--- src/hw/rtl/lra_pkg.sv ---
`timescale 1ns / 1ps
// Shared types, codes and constants for the LRA drive rating calculator.
// No dependencies; imported by every module of the block.
package lra_pkg;

	// APB register map
	localparam int unsigned PADDR_W = 4;
	localparam int unsigned PDATA_W = 32;

	localparam logic [1:0] REG_IS_LRA       = 2'd0;
	localparam logic [1:0] REG_DEF_RATED    = 2'd1;
	localparam logic [1:0] REG_DEF_OVERDRV  = 2'd2;
	localparam logic [1:0] REG_DEF_SEED     = 2'd3;

	// operation codes
	localparam logic [1:0] FN_SET_RATINGS = 2'd0;
	localparam logic [1:0] FN_RESEED      = 2'd1;
	localparam logic [1:0] FN_RELOAD      = 2'd2;

	// field widths
	localparam int unsigned MV_W    = 13;
	localparam int unsigned HZ_W    = 9;
	localparam int unsigned CODE_W  = 8;
	localparam int unsigned DRV_W   = 5;
	localparam int unsigned ROOT_W  = 20;
	localparam int unsigned ROOTS_W = 10;
	localparam int unsigned REM_W   = 30;
	localparam int unsigned DEN_W   = 22;

	// register reset values
	localparam logic          RST_IS_LRA     = 1'b1;
	localparam logic [MV_W-1:0] RST_RATED_MV = 13'd2000;
	localparam logic [MV_W-1:0] RST_OD_MV    = 13'd2500;
	localparam logic [HZ_W-1:0] RST_SEED_HZ  = 9'd235;
	localparam logic [DRV_W-1:0] RST_DRIVE   = 5'd16;
	// codes the formulas give for the reset ratings at 235 Hz, LRA
	localparam logic [CODE_W-1:0] RST_RATED_CODE = 8'd120;
	localparam logic [CODE_W-1:0] RST_OD_CODE    = 8'd146;

	// arithmetic constants
	localparam logic [REM_W-1:0]  DRV_NUM      = 30'd5000;   // 500000 / 100
	localparam logic [CODE_W-1:0] DRV_Q_SAT    = 8'd36;
	localparam logic [CODE_W-1:0] DRV_Q_OFS    = 8'd5;
	localparam logic [DRV_W-1:0]  DRV_MAX      = 5'd31;
	localparam logic [9:0]        DEAD_MAX     = 10'd999;
	localparam logic [9:0]        K_THOUSAND   = 10'd1000;
	localparam logic [REM_W-1:0]  K_MV_SCALE   = 30'd100000;
	localparam logic [DEN_W-1:0]  K_RATED_DEN  = 22'd2058;
	localparam logic [DEN_W-1:0]  K_OD_DEN     = 22'd2122;
	localparam logic [ROOT_W-1:0] SQ_BIT_INIT  = 20'h40000;
	localparam logic [ROOT_W-1:0] S_ERM        = 20'd1000;
	localparam logic [CODE_W-1:0] CODE_SAT     = 8'hFF;
	localparam logic [7:0]        RESEED_MIN   = 8'd50;
	localparam logic [7:0]        K_RATED_STEP = 8'd20;
	localparam logic [7:0]        K_OD_STEP    = 8'd25;

	typedef enum logic [3:0] {
		ST_IDLE,
		ST_DRV_LOAD,
		ST_DRV_SAT,
		ST_DRV_DIV,
		ST_DRV_FIN,
		ST_SQ_LOAD,
		ST_SQ_STEP,
		ST_V_LOAD,
		ST_V_SAT,
		ST_V_DIV,
		ST_V_FIN,
		ST_DONE
	} st_t;

	typedef struct packed {
		logic              is_lra;
		logic [MV_W-1:0]   def_rated_mv;
		logic [MV_W-1:0]   def_od_mv;
		logic [HZ_W-1:0]   def_seed_hz;
	} cfg_t;

	typedef struct packed {
		logic busy;
		logic done;
	} eng_status_t;

	typedef struct packed {
		logic [CODE_W-1:0] rated_code;
		logic [CODE_W-1:0] od_code;
		logic [DRV_W-1:0]  drive_code;
		logic [HZ_W-1:0]   seed_hz;
	} eng_result_t;

endpackage

--- src/hw/rtl/lra_drive_rating_calculator_core.sv ---
`timescale 1ns / 1ps
// Top level of the LRA drive rating calculator.
// Depends on lra_pkg, lra_cfg_regs and lra_calc_engine.
//
// Usage:
//  Request channel (req_valid/req_stall, func, param) takes one command; the
//  response channel (rsp_valid/rsp_stall) returns the rated, overdrive and
//  drive-time codes plus the seed in use, one response per command.
//  A command runs on one compare/subtract unit under a sequencer: a drive-time
//  division (reseed, reload), a 10-step square root (LRA only) and two code
//  divisions, each division cut short when its quotient saturates, then a done
//  state that hands the result over. A no-op command goes straight to that
//  state. req_stall stays high from acceptance until the sequencer is idle
//  again, so no new command is taken until the current one is done.
//  The response sits in an output register; the next command may be accepted
//  while it waits. If rsp_stall holds a response, a finished command waits in
//  its last step until the register frees up.
//  Reset (arst_n low) loads the default registers and state: 2000/2500 mV,
//  235 Hz, drive code 16, held codes 120/146. The user must write registers
//  over APB only while idle, which the block does not enforce; they take effect at the next command.
module lra_drive_rating_calculator_core
	import lra_pkg::*;
(
	input  logic               clk,
	input  logic               arst_n,
	input  logic               req_valid,
	output logic               req_stall,
	input  logic [1:0]         func,
	input  logic [7:0]         param,
	output logic               rsp_valid,
	input  logic               rsp_stall,
	output logic [CODE_W-1:0]  rated_code,
	output logic [CODE_W-1:0]  overdrive_code,
	output logic [DRV_W-1:0]   drive_code,
	output logic [HZ_W-1:0]    seed_freq,
	input  logic               psel,
	input  logic               penable,
	input  logic               pwrite,
	input  logic [PADDR_W-1:0] paddr,
	input  logic [PDATA_W-1:0] pwdata,
	output logic [PDATA_W-1:0] prdata,
	output logic               pready
);

	cfg_t        cfg;
	eng_status_t eng_st;
	eng_result_t eng_res;
	eng_result_t rsp_q;
	logic        rsp_valid_q;
	logic        out_free;
	logic        start;

	assign pready    = 1'b1;
	assign req_stall = eng_st.busy;
	assign start     = req_valid & ~eng_st.busy;
	assign out_free  = ~rsp_valid_q | ~rsp_stall;

	lra_cfg_regs u_cfg (
		.clk     (clk),
		.arst_n  (arst_n),
		.psel    (psel),
		.penable (penable),
		.pwrite  (pwrite),
		.paddr   (paddr),
		.pwdata  (pwdata),
		.prdata  (prdata),
		.cfg     (cfg)
	);

	lra_calc_engine u_engine (
		.clk      (clk),
		.arst_n   (arst_n),
		.cfg      (cfg),
		.start    (start),
		.func     (func),
		.param    (param),
		.out_free (out_free),
		.status   (eng_st),
		.result   (eng_res)
	);

	always_ff @(posedge clk or negedge arst_n) begin
		if (!arst_n) begin
			rsp_valid_q <= 1'b0;
		end else if (eng_st.done && out_free) begin
			rsp_valid_q <= 1'b1;
		end else if (!rsp_stall) begin
			rsp_valid_q <= 1'b0;
		end
	end

	always_ff @(posedge clk) begin
		if (eng_st.done && out_free) rsp_q <= eng_res;
	end

	assign rsp_valid      = rsp_valid_q;
	assign rated_code     = rsp_q.rated_code;
	assign overdrive_code = rsp_q.od_code;
	assign drive_code     = rsp_q.drive_code;
	assign seed_freq      = rsp_q.seed_hz;

endmodule

--- src/hw/rtl/lra_csub_unit.sv ---
`timescale 1ns / 1ps
// Shared compare/subtract unit: the one compare/subtract element used by the
// square root and the restoring drive-time and code divisions. Depends on lra_pkg.
module lra_csub_unit
	import lra_pkg::*;
(
	input  logic [REM_W-1:0] a,
	input  logic [REM_W-1:0] b,
	output logic             ge,
	output logic [REM_W-1:0] diff
);

	logic [REM_W:0] sub;

	assign sub  = {1'b0, a} - {1'b0, b};
	assign ge   = ~sub[REM_W];
	assign diff = sub[REM_W-1:0];

endmodule

--- src/hw/rtl/lra_cfg_regs.sv ---
`timescale 1ns / 1ps
// APB configuration registers: actuator type and default ratings/seed.
// Depends on lra_pkg.
module lra_cfg_regs
	import lra_pkg::*;
(
	input  logic               clk,
	input  logic               arst_n,
	input  logic               psel,
	input  logic               penable,
	input  logic               pwrite,
	input  logic [PADDR_W-1:0] paddr,
	input  logic [PDATA_W-1:0] pwdata,
	output logic [PDATA_W-1:0] prdata,
	output cfg_t               cfg
);

	cfg_t       cfg_q;
	logic       wr_en;
	logic [1:0] reg_idx;

	assign wr_en   = psel & penable & pwrite;
	assign reg_idx = paddr[3:2];

	always_ff @(posedge clk or negedge arst_n) begin
		if (!arst_n) begin
			cfg_q.is_lra       <= RST_IS_LRA;
			cfg_q.def_rated_mv <= RST_RATED_MV;
			cfg_q.def_od_mv    <= RST_OD_MV;
			cfg_q.def_seed_hz  <= RST_SEED_HZ;
		end else if (wr_en) begin
			unique case (reg_idx)
				REG_IS_LRA:      cfg_q.is_lra       <= pwdata[0];
				REG_DEF_RATED:   cfg_q.def_rated_mv <= pwdata[MV_W-1:0];
				REG_DEF_OVERDRV: cfg_q.def_od_mv    <= pwdata[MV_W-1:0];
				REG_DEF_SEED:    cfg_q.def_seed_hz  <= pwdata[HZ_W-1:0];
				default:         cfg_q.is_lra       <= cfg_q.is_lra;
			endcase
		end
	end

	always_comb begin
		unique case (reg_idx)
			REG_IS_LRA:      prdata = {{(PDATA_W-1){1'b0}}, cfg_q.is_lra};
			REG_DEF_RATED:   prdata = {{(PDATA_W-MV_W){1'b0}}, cfg_q.def_rated_mv};
			REG_DEF_OVERDRV: prdata = {{(PDATA_W-MV_W){1'b0}}, cfg_q.def_od_mv};
			REG_DEF_SEED:    prdata = {{(PDATA_W-HZ_W){1'b0}}, cfg_q.def_seed_hz};
			default:         prdata = '0;
		endcase
	end

	assign cfg = cfg_q;

endmodule

--- src/hw/rtl/lra_calc_engine.sv ---
`timescale 1ns / 1ps
// Sequencer and datapath: holds the actuator state and runs the drive-time
// division, the dead-time square root and the two code divisions through one
// shared compare/subtract unit. Depends on lra_pkg and lra_csub_unit.
module lra_calc_engine
	import lra_pkg::*;
(
	input  logic        clk,
	input  logic        arst_n,
	input  cfg_t        cfg,
	input  logic        start,
	input  logic [1:0]  func,
	input  logic [7:0]  param,
	input  logic        out_free,
	output eng_status_t status,
	output eng_result_t result
);

	st_t state_q, state_d;

	// architectural state
	logic [MV_W-1:0]   rated_mv_q, od_mv_q;
	logic [HZ_W-1:0]   seed_q;
	logic [DRV_W-1:0]  drive_q;
	logic [CODE_W-1:0] rated_code_q, od_code_q;

	// work registers
	logic [REM_W-1:0]  rem_q;
	logic [DEN_W-1:0]  den_q;
	logic [ROOT_W-1:0] root_q, bit_q;
	logic [CODE_W-1:0] quo_q;
	logic [2:0]        cnt_q;
	logic              od_phase_q;

	logic              reseed_ok;
	logic [REM_W-1:0]  op_b, csub_diff;
	logic              csub_ge;
	logic [10:0]       tri_hz;
	logic [9:0]        dead_raw, dead, margin;
	logic [ROOT_W-1:0] v_init;
	logic [ROOTS_W-1:0] s_val;
	logic [MV_W-1:0]   mv_sel;
	logic [REM_W-1:0]  num_val;
	logic [DEN_W-1:0]  den_val;
	logic [ROOT_W-1:0] sq_sum;

	assign reseed_ok = (param >= RESEED_MIN) && cfg.is_lra;

	// dead-time term: min(999, 3*hz/2), radicand (1000 - dead) * 1000
	assign tri_hz   = {2'b00, seed_q} * 11'd3;
	assign dead_raw = tri_hz[10:1];
	assign dead     = (dead_raw > DEAD_MAX) ? DEAD_MAX : dead_raw;
	assign margin   = K_THOUSAND - dead;
	assign v_init   = {{(ROOT_W-10){1'b0}}, margin} * {{(ROOT_W-10){1'b0}}, K_THOUSAND};

	assign s_val   = root_q[ROOTS_W-1:0];
	assign mv_sel  = od_phase_q ? od_mv_q : rated_mv_q;
	assign num_val = {{(REM_W-MV_W){1'b0}}, mv_sel} * K_MV_SCALE;
	assign den_val = {{(DEN_W-ROOTS_W){1'b0}}, s_val} * (od_phase_q ? K_OD_DEN : K_RATED_DEN);
	assign sq_sum  = root_q + bit_q;

	// operand selection for the shared unit
	always_comb begin
		unique case (state_q)
			ST_DRV_SAT, ST_V_SAT: op_b = {den_q, 8'h00};
			ST_DRV_DIV, ST_V_DIV: op_b = {{(REM_W-DEN_W){1'b0}}, den_q} << cnt_q;
			ST_SQ_STEP:           op_b = {{(REM_W-ROOT_W){1'b0}}, sq_sum};
			default:              op_b = '0;
		endcase
	end

	lra_csub_unit u_csub (
		.a    (rem_q),
		.b    (op_b),
		.ge   (csub_ge),
		.diff (csub_diff)
	);

	// next state
	always_comb begin
		state_d = state_q;
		unique case (state_q)
			ST_IDLE: begin
				if (start) begin
					priority if (func == FN_SET_RATINGS) state_d = ST_SQ_LOAD;
					else if (func == FN_RESEED && reseed_ok) state_d = ST_DRV_LOAD;
					else if (func == FN_RELOAD) state_d = ST_DRV_LOAD;
					else state_d = ST_DONE;
				end
			end
			ST_DRV_LOAD: state_d = ST_DRV_SAT;
			ST_DRV_SAT:  state_d = csub_ge ? ST_DRV_FIN : ST_DRV_DIV;
			ST_DRV_DIV:  state_d = (cnt_q == 3'd0) ? ST_DRV_FIN : ST_DRV_DIV;
			ST_DRV_FIN:  state_d = ST_SQ_LOAD;
			ST_SQ_LOAD:  state_d = cfg.is_lra ? ST_SQ_STEP : ST_V_LOAD;
			ST_SQ_STEP:  state_d = bit_q[0] ? ST_V_LOAD : ST_SQ_STEP;
			ST_V_LOAD:   state_d = ST_V_SAT;
			ST_V_SAT:    state_d = csub_ge ? ST_V_FIN : ST_V_DIV;
			ST_V_DIV:    state_d = (cnt_q == 3'd0) ? ST_V_FIN : ST_V_DIV;
			ST_V_FIN:    state_d = od_phase_q ? ST_DONE : ST_V_LOAD;
			ST_DONE:     state_d = out_free ? ST_IDLE : ST_DONE;
			default:     state_d = ST_IDLE;
		endcase
	end

	// status outputs
	always_comb begin
		status.busy = (state_q != ST_IDLE);
		status.done = (state_q == ST_DONE);
	end

	always_ff @(posedge clk or negedge arst_n) begin
		if (!arst_n) begin
			state_q      <= ST_IDLE;
			rated_mv_q   <= RST_RATED_MV;
			od_mv_q      <= RST_OD_MV;
			seed_q       <= RST_SEED_HZ;
			drive_q      <= RST_DRIVE;
			rated_code_q <= RST_RATED_CODE;
			od_code_q    <= RST_OD_CODE;
		end else begin
			state_q <= state_d;
			if (state_q == ST_IDLE && start) begin
				unique case (func)
					FN_SET_RATINGS: begin
						if (param == 8'd0) begin
							rated_mv_q <= cfg.def_rated_mv;
							od_mv_q    <= cfg.def_od_mv;
						end else begin
							// overdrive = rated * 5/4 = param * 25, exact
							rated_mv_q <= {5'b0, param} * {5'b0, K_RATED_STEP};
							od_mv_q    <= {5'b0, param} * {5'b0, K_OD_STEP};
						end
					end
					FN_RESEED: begin
						if (reseed_ok) seed_q <= {param, 1'b0};
					end
					FN_RELOAD: begin
						rated_mv_q <= cfg.def_rated_mv;
						od_mv_q    <= cfg.def_od_mv;
						seed_q     <= cfg.def_seed_hz;
					end
					default: begin
						seed_q <= seed_q;
					end
				endcase
			end
			if (state_q == ST_DRV_FIN) begin
				// code = floor(5000/hz) - 5, saturated
				drive_q <= (quo_q >= DRV_Q_SAT) ? DRV_MAX : DRV_W'(quo_q - DRV_Q_OFS);
			end
			if (state_q == ST_V_FIN) begin
				if (od_phase_q) od_code_q <= quo_q;
				else rated_code_q <= quo_q;
			end
		end
	end

	// work registers
	always_ff @(posedge clk) begin
		unique case (state_q)
			ST_DRV_LOAD: begin
				rem_q <= DRV_NUM;
				den_q <= {{(DEN_W-HZ_W){1'b0}}, seed_q};
				quo_q <= '0;
				cnt_q <= 3'd7;
			end
			ST_DRV_SAT, ST_V_SAT: begin
				if (csub_ge) quo_q <= CODE_SAT;
			end
			ST_DRV_DIV, ST_V_DIV: begin
				if (csub_ge) rem_q <= csub_diff;
				quo_q <= {quo_q[CODE_W-2:0], csub_ge};
				cnt_q <= cnt_q - 3'd1;
			end
			ST_SQ_LOAD: begin
				od_phase_q <= 1'b0;
				if (cfg.is_lra) begin
					rem_q  <= {{(REM_W-ROOT_W){1'b0}}, v_init};
					root_q <= '0;
					bit_q  <= SQ_BIT_INIT;
				end else begin
					root_q <= S_ERM;
				end
			end
			ST_SQ_STEP: begin
				if (csub_ge) begin
					rem_q  <= csub_diff;
					root_q <= (root_q >> 1) + bit_q;
				end else begin
					root_q <= root_q >> 1;
				end
				bit_q <= bit_q >> 2;
			end
			ST_V_LOAD: begin
				rem_q <= num_val;
				den_q <= den_val;
				quo_q <= '0;
				cnt_q <= 3'd7;
			end
			ST_V_FIN: begin
				od_phase_q <= 1'b1;
			end
			default: begin
				cnt_q <= cnt_q;
			end
		endcase
	end

	assign result.rated_code = rated_code_q;
	assign result.od_code    = od_code_q;
	assign result.drive_code = drive_q;
	assign result.seed_hz    = seed_q;

endmodule

--- config.mk ---
export PLATFORM = sky130hd
export DESIGN_NAME = lra_drive_rating_calculator_core
export DESIGN_NICKNAME = d
export VERILOG_FILES = /design/src/hw/rtl/lra_pkg.sv /design/src/hw/rtl/lra_drive_rating_calculator_core.sv /design/src/hw/rtl/lra_csub_unit.sv /design/src/hw/rtl/lra_cfg_regs.sv /design/src/hw/rtl/lra_calc_engine.sv
export SDC_FILE = /design/constraint.sdc
export NUM_CORES = 1
export LEC_CHECK = 0
export BUFFER_PORTS_ARGS = -buffer_cell sky130_fd_sc_hd__buf_2
export CORE_MARGIN = 1
export CORE_UTILIZATION = 44
export DETAILED_ROUTE_END_ITERATION = 8
export SYNTH_ARGS = -nofsm -noshare
export SYNTH_HDL_FRONTEND = slang
export SYNTH_HIERARCHICAL = 1
export SYNTH_SLANG_ARGS = --single-unit
--- constraint.sdc ---
create_clock -name clk -period 9.2 [get_ports clk]
set_clock_uncertainty 0.2 [all_clocks]
set_input_delay 0.46 -clock clk [delete_from_list [all_inputs] [get_ports clk]]
set_output_delay 0.46 -clock clk [all_outputs]
set_load 0.01 [all_outputs]
# Word level (Yosys, flattened, before mapping)
# Cells that the tools add are included.
# W data, S select, Z words.
[word_totals]
regBits = 231
[op_classes]
addsub = 6
n_mul = 6
magnitude_cmp = 3
eq_ne = 22
n_shift = 1
n_mux = 40
bitwise = 9
reduce_logical = 33
[ops]
columns = ["operator", "count"]
rows = [
  ["$pmux W32 S4", 1],
  ["$pmux W30 S4", 1],
  ["$pmux W30 S3", 1],
  ["$pmux W20 S2", 2],
  ["$mux W30", 2],
  ["$pmux W13 S2", 2],
  ["$pmux W4 S12", 1],
  ["$pmux W22 S2", 1],
  ["$mux W20", 2],
  ["$mux W13", 3],
  ["$sub A30 B30 Y31", 1],
  ["$shl A22 B3 Y30", 1],
  ["$mul A13 B12 Y25 const B", 1],
  ["$mux W4", 6],
  ["$pmux W8 S3", 1],
  ["$mul A10 B22 Y22", 1],
  ["$add A19 B20 Y20", 1],
  ["$add A20 B20 Y20", 1],
  ["$mux W10", 2],
  ["$pmux W9 S2", 1],
  ["$reduce_and A2 Y1", 9],
  ["$mul A10 B7 Y17 const B", 1],
  ["$eq A4 B3 Y1 const B", 4],
  ["$eq A4 B4 Y1 const B", 4],
  ["37 further kinds", 70],
]

# Depth between registers and ports, before layout
[logic_depth]
depth_word = 7
mapped_depth = 30

# Cells and area by module
# The synthesis kept the hierarchy.
[modules_own_cells]
columns = ["module", "instances", "cells_per_inst", "area_each_um2"]
rows = [
  ["lra_calc_engine", 1, 1829, 16672.2],
  ["lra_cfg_regs", 1, 126, 1860.5],
  ["lra_csub_unit", 1, 251, 1722.9],
  ["lra_drive_rating_calculator_core", 1, 37, 965.9],
]

# Least setup slack after synthesis
# Ideal clock, no wire load.
[synth_timing]
path_kind = "register to register"
from = "reg u_engine.root_q[8]"
to = "reg u_engine.rem_q[0], enable pin"
arrival_time_ps = 6973
required_ps = 8535
slack_ps = 1562
path_stages_with_launch = 20
cell_sequence = "edfxtp_1 > ha_1 > and4_1 > a21oi_1 > o21ai_0 > a31o_2 > and3_1 > or4b_2 > nand3_1 > inv_1 > ha_1 > a21boi_0 > o21ai_0 > a32oi_2 > a41oi_2 > or3_1 > a31oi_1 > clkbuf_1 > clkinv_1 > o32ai_1"
[synth_via]
elab_chain_cells = 5
[synth_lines]
columns = ["element", "line_no", "source"]
rows = [
  ["start: declaration", "lra_calc_engine.sv:30", "logic [ROOT_W-1:0] root_q, bit_q;"],
  ["start signal: assignment", "lra_calc_engine.sv:189", "root_q <= (root_q >> 1) + bit_q;"],
  ["start signal: assignment", "lra_calc_engine.sv:191", "root_q <= root_q >> 1;"],
  ["$add A20 B20 Y20", "lra_calc_engine.sv:60", "assign sq_sum = root_q + bit_q;"],
  ["$pmux W30 S3", "lra_calc_engine.sv:64", "unique case (state_q)"],
  ["via u_engine.op_b[16]", "lra_calc_engine.sv:36", "logic [REM_W-1:0] op_b, csub_diff;"],
  ["$sub A30 B30 Y31", "lra_csub_unit.sv:15", "assign sub = {1'b0, a} - {1'b0, b};"],
  ["$ne A2 B2 Y1 (no line)", "-", ""],
  ["$reduce_and A3 Y1 (no line)", "-", ""],
  ["end signal: assignment", "lra_calc_engine.sv:172", "if (csub_ge) rem_q <= csub_diff;"],
  ["end signal: assignment", "lra_calc_engine.sv:179", "rem_q <= {{(REM_W-ROOT_W){1'b0}}, v_init};"],
  ["end signal: assignment", "lra_calc_engine.sv:188", "rem_q <= csub_diff;"],
  ["end: declaration", "lra_calc_engine.sv:28", "logic [REM_W-1:0] rem_q;"],
]
# The timed path passes the listed nets, and every way through them passes these cells.
# A chain may end at the register's enable or synchronous reset.

# Worst setup path after layout
[layout_timing]
from = "reg u_engine.seed_q[1]"
to = "reg u_engine.rem_q[19], data pin"
[layout_via]
elab_chain_cells = 7
[layout_lines]
columns = ["element", "line_no", "source"]
rows = [
  ["start: declaration", "lra_calc_engine.sv:23", "logic [HZ_W-1:0] seed_q;"],
  ["start signal: assignment", "lra_calc_engine.sv:136", "if (reseed_ok) seed_q <= {param, 1'b0};"],
  ["start signal: assignment", "lra_calc_engine.sv:141", "seed_q <= cfg.def_seed_hz;"],
  ["start signal: assignment", "lra_calc_engine.sv:144", "seed_q <= seed_q;"],
  ["$mul A9 B2 Y11 *", "lra_calc_engine.sv:50", "assign tri_hz = {2'b00, seed_q} * 11'd3;"],
  ["$gt A10 B10 Y1", "lra_calc_engine.sv:52", "assign dead = (dead_raw > DEAD_MAX) ? DEAD_MAX : dead_raw;"],
  ["$mux W10 *", "lra_calc_engine.sv:52", ""],
  ["$sub A10 B10 Y10 *", "lra_calc_engine.sv:53", "assign margin = K_THOUSAND - dead;"],
  ["$mul A10 B7 Y17 *", "lra_calc_engine.sv:54", "assign v_init = {{(ROOT_W-10){1'b0}}, margin} * {{(ROOT_W-10){1'b0}}, K_THOUSAND};"],
  ["$mux W30 *", "lra_calc_engine.sv:178", "if (cfg.is_lra) begin"],
  ["$pmux W30 S4 *", "lra_calc_engine.sv:161", "unique case (state_q)"],
]
# Mark *: on every way between the ends. The rest lies on a longest branch, timed or not. The select of a mux whose other input is x is not followed.

==> impl_metrics.ini <==
[synth]
synth_flop_cell = edfxtp_1
yosys_warnings = 6
synth.avg_cell_area_um2 = 9.461
ys_seq_elements = 221
synth-adder-area-share = 0.2415
async_flop_share = 0.4389
synth_compound_gate_area_share = 0.1671
synth.area.top_cells = edfxtp_1, ha_1, fa_1, dfrtp_1, dfstp_2
synth_top_family_by_area = adder cells
syn_area_um2 = 21220
seq_area_frac_synth = 0.2924
yosysUniqueCellTypes = 98
synthCells = 2243
synthSimpleGateAreaFrac = 0.1239
yosys.area_share.xor_xnor = 0.05359
synth_top_area_share = 0.1755
synth_area_leader_cell = edfxtp_1
synth_edf_count = 124
muxShareOfSynthArea = 0.06049

[min_path]
min_path_cells = 3
min_delay_worst_endpoint = u_engine/od_mv_q[2]$_DFFE_PN1P_
min-delay-start = param[2]
hold_class = input pin to flop

[timing]
finalSetupViolCount = 0
fin_crit_ns = 8.500
fin_crit_sh = 0.9239
finalSetupTns_ns = 0
timing.hold.ws_ns = 0.03665
drv_slew = 0
slew_headroom = 0.1740
fmax_ghz = 0.1176
rsz0062_at_grt = no
worstMarginPinSlew_ns = 1.239
hold_violations = 0

[worst_setup_path]
path_max_fanout = 11
cpPeakStageDelay_ns = 0.58
rr_startpoint = u_engine/seed_q[1]$_DFFE_PN1P_
crit_path_start_kind = flop
cp.arrival_ns = 8.60
endpoint_kind = flop
critPathKind = flop to flop
regToRegEndpoint = u_engine/rem_q[19]$_SDFFCE_PN0P_
worst_ep_required_time_ns = 9.30
critPathMostFrequentCell = fa_1
r2r_cells = 28
path_delay_family = adder cells
r2r_setup_slack_ns = 0.70
cp_num_buf_inv = 3
slowest_stage = dfstp_2

[floorplan]
start_util = 0.4454
fp.dieArea_um2 = 49110
pin_count = 118
num_rows = 80
coreArea_um2 = 47650
die_w_um = 221.6
die_h_um = 221.6

[clock_tree]
cts_root_buf = clkbuf_16
clockBufferDepth = 3
cts_buffers = 28
cts.sink_count = 221
cts_tree = yes
path_clk_slew_ns = 0.06
holdBufCountCts = 16
cts_resized = 0
clock_latency_ns = 0.58
h-tree-depth = 1
cts_setup_buffers = 0

[place]
gp_congestion = 0.9191
io_buffers = 76
dp_hpwl_mm = 42.37

[route]
dr.pass1.iters = 5
wl_per_cell_um = 18.60
routed_wl_mm = 54.62
final_antenna_net_count = 0
vias_per_cell = 5.574
drc = 0
vias = 16370
drtIter0Drc = 894

[status]
status = complete, no violations

[run]
cap_violations = 0

[global_routing]
grtUsageTotal = 0.2211
grt_pass1_wl_mm = 87.71
antenna_found_initial = 0
grt_start_max_net_pins = 69
grt_pass1_vias = 16290
globalRouteOverflowTotal = 0

[final_layout]
n_antenna_cell = 0
finalNetCount = 2720
drive_gt1_frac = 0.1296
fin_util = 0.4860
area_growth_pct = 9.109
fillers = 4471
[layer usage]
metal  GRT usage  vias up  wire [µm]
met1      0.2939     7974      25100
met3     0.02134       64       1637
met4     0.05735        0       1321
li1            -     8075          -
met2      0.3841      259      26560
met5           0        -          0
[how the worst max path moves through the flow]
stage,start,cells past startpoint,end,slack [ns]
5_1_grt,u_engine/seed_q[1]$_DFFE_PN1P_,28,u_engine/rem_q[19]$_SDFFCE_PN0P_,0.21
3_3_place_gp,u_engine/seed_q[1]$_DFFE_PN1P_,28,u_engine/rem_q[19]$_SDFFCE_PN0P_,0.96
2_1_floorplan,u_engine/root_q[8]$_DFFE_PP_,19,u_engine/rem_q[0]$_SDFFCE_PN0P_,1.56
6_report,u_engine/seed_q[1]$_DFFE_PN1P_,28,u_engine/rem_q[19]$_SDFFCE_PN0P_,0.70
4_1_cts,u_engine/seed_q[1]$_DFFE_PN1P_,28,u_engine/rem_q[19]$_SDFFCE_PN0P_,0.81
3_5_place_dp,u_engine/seed_q[1]$_DFFE_PN1P_,28,u_engine/rem_q[19]$_SDFFCE_PN0P_,0.87
[state kept, by name, indices dropped and copies added (netlist names)]
signal,count
seed_freq,9
u_engine/rem_q,30
u_engine/cnt_q,3
u_engine/drive_q,5
u_engine/root_q,20
u_engine/od_code_q,8
rsp_valid,1
u_engine/bit_q,10
u_engine/rated_code_q,8
u_engine/od_mv_q,13
u_engine/state_q,4
u_engine/rated_mv_q,13
u_cfg/cfg,36
u_engine/seed_q,9
drive_code,5
u_engine/quo_q,8
overdrive_code,8
u_engine/od_phase_q,1
rated_code,8
u_engine/den_q,22
[worst min-delay path: stages]
cell,delay [ns]
buf_2,0.15
nand2_1,0.08
a31oi_1,0.08
[cells in the mapped netlist (9+ instances only)]
master and instances:
a211oi_1 14, a21o_1 34, a21oi_1 160, a22o_1 17, a22oi_1 12, a31oi_1 41
and2_1 20, and3_1 24, buf_4 22, clkbuf_1 57, dfrtp_1 54, dfstp_2 43
edfxtp_1 124, fa_1 71, ha_1 296, inv_1 202, mux2_2 69, mux2_4 10
mux2i_1 33, nand2_1 183, nand2b_1 19, nand3_1 32, nand4_1 9, nor2_1 169
nor2b_1 27, nor3_1 25, o211ai_1 11, o21a_1 16, o21ai_0 124, o21bai_1 14
o221ai_1 10, o22ai_1 15, or3_1 10, xnor2_1 67, xor2_1 61
[through the flow]
step           cells  area [µm²]  worst slack [ns]
3_3_place_gp    2869       22070            0.9639
2_1_floorplan   2261       21290             1.562
4_1_cts         2937       23150            0.8107
5_1_grt         2937       23150            0.2145
6_report        2937       23150            0.6998
3_5_place_dp    2869       22070            0.8675
[area by class of cell]
type | count | area, µm² | share of cell area
clock buffer | 40 | 830.8 | 0.03588
clock inverter | 12 | 90.09 | 0.003891
inverter | 205 | 769.5 | 0.03323
multi-input combinational | 1737 | 13830 | 0.5975
sequential | 221 | 6205 | 0.2680
tap | 615 | 769.5 | 0.03323
timing repair buffer | 107 | 655.6 | 0.02832
[placed cells by master, fill, tap and decap left out, types with 34 or more instances in the layout]
master,instances
dfrtp_1,54
o21ai_0,124
a21o_1,34
a31oi_1,40
nand2_1,183
edfxtp_1,124
mux2_2,69
nor2_1,168
a21oi_1,159
ha_1,296
buf_2,75
fa_1,71
xnor2_1,67
inv_1,202
dfstp_2,43
xor2_1,61
[cells by family (layout without fill, tap and decap cells)]
kind of cell	count (synthesis)	in the layout
AOI/OAI and AO/OA	549	549
buffers and inverters	303	364
xor gates and xnor gates	129	129
muxes	113	113
other	2	20
DFF	221	221
adders and majority gates	367	367
and+or+nand+nor	559	559
Power is not shown: default switching activity piles up to over one toggle a cycle in this logic, so the estimate is an artifact.
